## src/rtl/obpl_pkg.sv

```systemverilog
// Shared types and constants for the order book price level table.
package obpl_pkg;

    localparam int LEVELS = 64;
    localparam int IDX_W = $clog2(LEVELS);
    localparam int CNT_W = $clog2(LEVELS + 1);
    localparam int QDEPTH = 2;
    localparam int QPTR_W = $clog2(QDEPTH);
    localparam int QCNT_W = $clog2(QDEPTH + 1);

    localparam logic CMD_CLEAR = 1'b0;
    localparam logic CMD_LEVEL = 1'b1;
    localparam logic SIDE_BID = 1'b0;
    localparam logic SIDE_ASK = 1'b1;

    typedef struct packed {
        logic        cmd;
        logic        side;
        logic [31:0] price;
        logic [30:0] amount;
        logic [63:0] stamp;
        logic        last_in_message;
    } t_in;

    typedef struct packed {
        logic [31:0] bid_px;
        logic [30:0] bid_qty;
        logic        bid_valid;
        logic [31:0] ask_px;
        logic [30:0] ask_qty;
        logic        ask_valid;
        logic [63:0] time_out;
        logic        overflowed;
    } t_out;

    // Classified operation handed from front to back.
    typedef enum logic [1:0] {
        OP_CLEAR,
        OP_LEVEL_SET,
        OP_LEVEL_DEL
    } t_op;

    typedef struct packed {
        t_op         op;
        logic        side;
        logic [31:0] price;
        logic [30:0] amount;
        logic [63:0] stamp;
        logic        last;
    } t_cmd;

    typedef enum logic [1:0] {
        ST_IDLE,
        ST_APPLY,
        ST_REPORT
    } t_state;

endpackage

```

## src/rtl/obpl_front.sv

```systemverilog
// Front end: accept transactions, classify them and queue them for the back end.
module obpl_front (
    input  logic          i_clk,
    input  logic          i_rst_n,
    input  logic          i_valid,
    output logic          o_stall,
    input  obpl_pkg::t_in i_data,
    output logic          o_cmd_valid,
    input  logic          i_cmd_take,
    output obpl_pkg::t_cmd o_cmd
);
    import obpl_pkg::*;

    t_cmd r_q [QDEPTH];
    logic [QPTR_W-1:0] r_wp, r_rp;
    logic [QCNT_W-1:0] r_cnt;
    t_cmd n_cmd;
    logic push, pop;

    always_comb begin
        n_cmd.side   = i_data.side;
        n_cmd.price  = i_data.price;
        n_cmd.amount = i_data.amount;
        n_cmd.stamp  = i_data.stamp;
        n_cmd.last   = i_data.last_in_message;
        if (i_data.cmd == CMD_CLEAR) begin
            n_cmd.op = OP_CLEAR;
        end else if (i_data.amount == '0) begin
            n_cmd.op = OP_LEVEL_DEL;
        end else begin
            n_cmd.op = OP_LEVEL_SET;
        end
    end

    assign o_stall     = (r_cnt == QCNT_W'(QDEPTH));
    assign push        = i_valid && !o_stall;
    assign o_cmd_valid = (r_cnt != '0);
    assign pop         = o_cmd_valid && i_cmd_take;
    assign o_cmd       = r_q[r_rp];

    always_ff @(posedge i_clk) begin
        if (!i_rst_n) begin
            r_wp  <= '0;
            r_rp  <= '0;
            r_cnt <= '0;
        end else begin
            if (push) r_wp <= (r_wp == QPTR_W'(QDEPTH - 1)) ? '0 : r_wp + 1'b1;
            if (pop)  r_rp <= (r_rp == QPTR_W'(QDEPTH - 1)) ? '0 : r_rp + 1'b1;
            r_cnt <= r_cnt + QCNT_W'(push) - QCNT_W'(pop);
        end
        if (push) r_q[r_wp] <= n_cmd;
    end
endmodule

```

## config.mk

```make
export PLATFORM = sky130hd
export DESIGN_NAME = obpl_front
export DESIGN_NICKNAME = d
export VERILOG_FILES = /design/src/rtl/obpl_pkg.sv /design/src/rtl/obpl_front.sv
export SDC_FILE = /design/constraint.sdc
export NUM_CORES = 1
export LEC_CHECK = 0
export BUFFER_PORTS_ARGS = -buffer_cell sky130_fd_sc_hd__buf_2
export CAP_MARGIN = 5
export CORE_MARGIN = 2
export CORE_UTILIZATION = 45
export CTS_BUF_LIST = sky130_fd_sc_hd__clkbuf_2 sky130_fd_sc_hd__clkbuf_4 sky130_fd_sc_hd__clkbuf_8
export DETAILED_ROUTE_END_ITERATION = 7
export HOLD_SLACK_MARGIN = 0.06
export PLACE_DENSITY = 0.67
export SLEW_MARGIN = 20
export SYNTH_ARGS = -nofsm -noshare
export SYNTH_HDL_FRONTEND = slang
export SYNTH_SLANG_ARGS = --single-unit
```

## constraint.sdc

```tcl
create_clock -name i_clk -period 11.1 [get_ports i_clk]
set_input_delay 0.555 -clock i_clk [delete_from_list [all_inputs] [get_ports i_clk]]
set_output_delay 0.555 -clock i_clk [all_outputs]
set_load 0.02 [all_outputs]
```

==> impl_metrics.tcl <==
set metrics [dict create \
    status "finished, final reports clean" \
    syn_inst 449 \
    total_power_mw 3.050 \
    initial_core_util 0.4620 \
    cts.repair.resized 0 \
    max_cap_violations 0 \
    drc 0 \
    p_per_area_nw_per_um2 243.3 \
    coreArea_um2 21960 \
    worstSetupPathType "flip-flop to output port" \
    required_ps 10550 \
    hold_path.class "primary input to flip-flop" \
    instances_no_fill 1057 \
    min_to "r_q[1][96]" \
    rr_startpoint "r_cnt[0]" \
    path_clk_slew_ps 60 \
    crit_path_max_fanout 59 \
    io_pins 267 \
    final_core_util 0.5708 \
    grt_remaining_overflow 0 \
    place_congestion 0.7558 \
    fmax_ghz 0.3339 \
    post-route-period-util 0.2698 \
    rsz0062_at_grt "no" \
    yosysUniqueCellTypes 24 \
    grt_start_max_net_pins 68 \
    path_cells "buf_4 -> mux2_2 -> buf_2" \
    finalHoldViolCount 0 \
    synthesis.nets 585 \
    holdWs_ps 222.8 \
    portBuffers 266 \
    root_buffer "clkbuf_8" \
    r2r_end "r_q[0][120]" \
    max_stage_delay_ps 770 \
    synth_top_area_frac 0.7755 \
    cts-htree-levels 2 \
    post-route-min-period_ps 2995 \
    drive_gt1_frac 0.6082 \
    cts_tree "done" \
    detail_route.first_pass.iterations 4 \
    clock-sinks 267 \
    postRouteWirelength_um 19220 \
    num-fill-cells 1692 \
    r2r_slack_ps 8410 \
    yosys_warnings 0 \
    vdd_drop_max_mv 0.1347 \
    clock_latency_ps 520 \
    grt.total_usage 0.1547 \
    ys_ff_latch 267 \
    fin_nets 885 \
    fin_worst_skew_ps 12.23 \
    via_count 5148 \
    setup-tns-final_ps 0 \
    die_width_um 154.1 \
    syn_area_per_cell_um2 22.59 \
    synth_top_cell_by_area "edfxtp_1" \
    viasPerCell 4.870 \
    holdPathStages 1 \
    dp.cells 984 \
    finalSetupViolCount 0 \
    syn_to_final_growth_pct 23.56 \
    layout_common_cells "266 x buf_2, 262 x edfxtp_1, 90 x mux2_4, 47 x clkbuf_8, 41 x mux2_2" \
    antenna_found_initial 2 \
    cts_buffer_depth 3 \
    hold_buffers 0 \
    r2r_cells 5 \
    numCtsBuffers 43 \
    final_antenna_net_count 0 \
    cts_setup_buffers 0 \
    dp_hpwl_um 12660 \
    grt_pass1_vias 5479 \
    p_leak_nw 4.888 \
    synth_area_um2 10140 \
    final_common_cell "buf_2" \
    crit_path_start_kind "flip-flop" \
    hp-start "i_data[96]" \
    grt_pass1_wl_um 28490 \
    wire_per_inst_um 18.18 \
    critPathSlowestCell "buf_4" \
    report.final.slew_viol_count 0 \
    worst_slew_margin_rel 0.2979 \
    yosysSeqAreaShare 0.7854 \
    rows 54 \
    synth.area.top_cells "edfxtp_1 78%, mux2_4 13%, mux2_2 4.6%" \
    die_height_um 154.1 \
    dieArea_um2 23760 \
    drt_iter0_markers 214 \
    cp.arrival_ps 2440 \
    worst_slew_pin_slew_ps 1053 \
    endpoint_kind "output port" \
]
==> flip-flops by register name, summed over array words and instances, names as in the netlist, named ones only <==
register  flops
r_q         262
r_cnt         2
r_rp          1
r_wp          1
==> synthesized netlist by cell type <==
library cell / number
buf_6: 10
and3_1: 1
nor3_1: 3
xnor2_1: 1
nor4_1: 7
o21ai_0: 1
edfxtp_1: 262
o21a_1: 2
nand2_1: 1
mux2_2: 41
or2_2: 1
nand4_1: 2
mux2_4: 90
nor2_1: 3
ha_1: 2
buf_2: 4
a21oi_1: 1
nand2b_2: 1
xor2_1: 1
or3_1: 1
dfxtp_1: 5
inv_1: 6
buf_8: 1
and2_1: 2
==> kinds of logic (layout without fill, tap and decap cells) <==
family / after synthesis / count (layout) / synth area share
DFF: 267 / 267 / 0.7854
muxes: 131 / 131 / 0.1787
and+or+nand+nor: 22 / 22 / 0.01246
buffers and inverters: 21 / 348 / 0.01677
AOI/OAI and AO/OA: 4 / 4 / 0.002465
adders and majority gates: 2 / 2 / 0.002466
xor gates and xnor gates: 2 / 2 / 0.001727
other: 0 / 1 / 0
==> power breakdown <==
group          switching, mW  total, mW  internal, mW
Combinational          0.531      0.929         0.398
Clock                  0.345      0.789         0.444
Sequential            0.0442       1.33          1.29
Total                  0.920       3.05          2.13
==> how the worst max path moves through the flow <==
stage / to / cells past startpoint
6_report: o_cmd[15] / 3
5_1_grt: o_cmd[68] / 3
4_1_cts: o_cmd[117] / 3
3_5_place_dp: r_q[0][128] / 5
3_3_place_gp: r_q[0][98] / 5
2_1_floorplan: r_q[1][0] / 1
==> worst max-delay path, delay by kind of cell, from the launching register on <==
kind / cells / cell delay [ps]
muxes: 1 / 420
DFF: 1 / 490
buffers and inverters: 2 / 930
==> layer usage <==
metal / up-vias / global-route usage / wire [um]
met5: - / 0 / 13
met4: 2 / 0.05162 / 449
met3: 48 / 0.05665 / 1783
met2: 229 / 0.2548 / 9001
met1: 2480 / 0.1906 / 7967
li1: 2389 / - / -
==> per-stage QoR <==
stage / cell area [um^2] / setup WS (ps)
4_1_cts: 12530 / 8017
3_5_place_dp: 11720 / 8169
5_1_grt: 12530 / 7969
6_report: 12530 / 8105
3_3_place_gp: 11720 / 8248
2_1_floorplan: 10140 / 6974
==> layout make-up <==
class                           count  area, um^2  area share
Sequential cell                   267        7971      0.6360
Multi-Input combinational cell    161        2012      0.1605
Timing Repair Buffer              270        1361      0.1086
Clock buffer                       65       782.0     0.06239
Tap cell                          280       350.3     0.02795
Clock inverter                      7       27.53    0.002196
Inverter                            6       27.53    0.002196
Antenna cell                        1       2.502   0.0001996
Power figures use the tool's default switching activity.
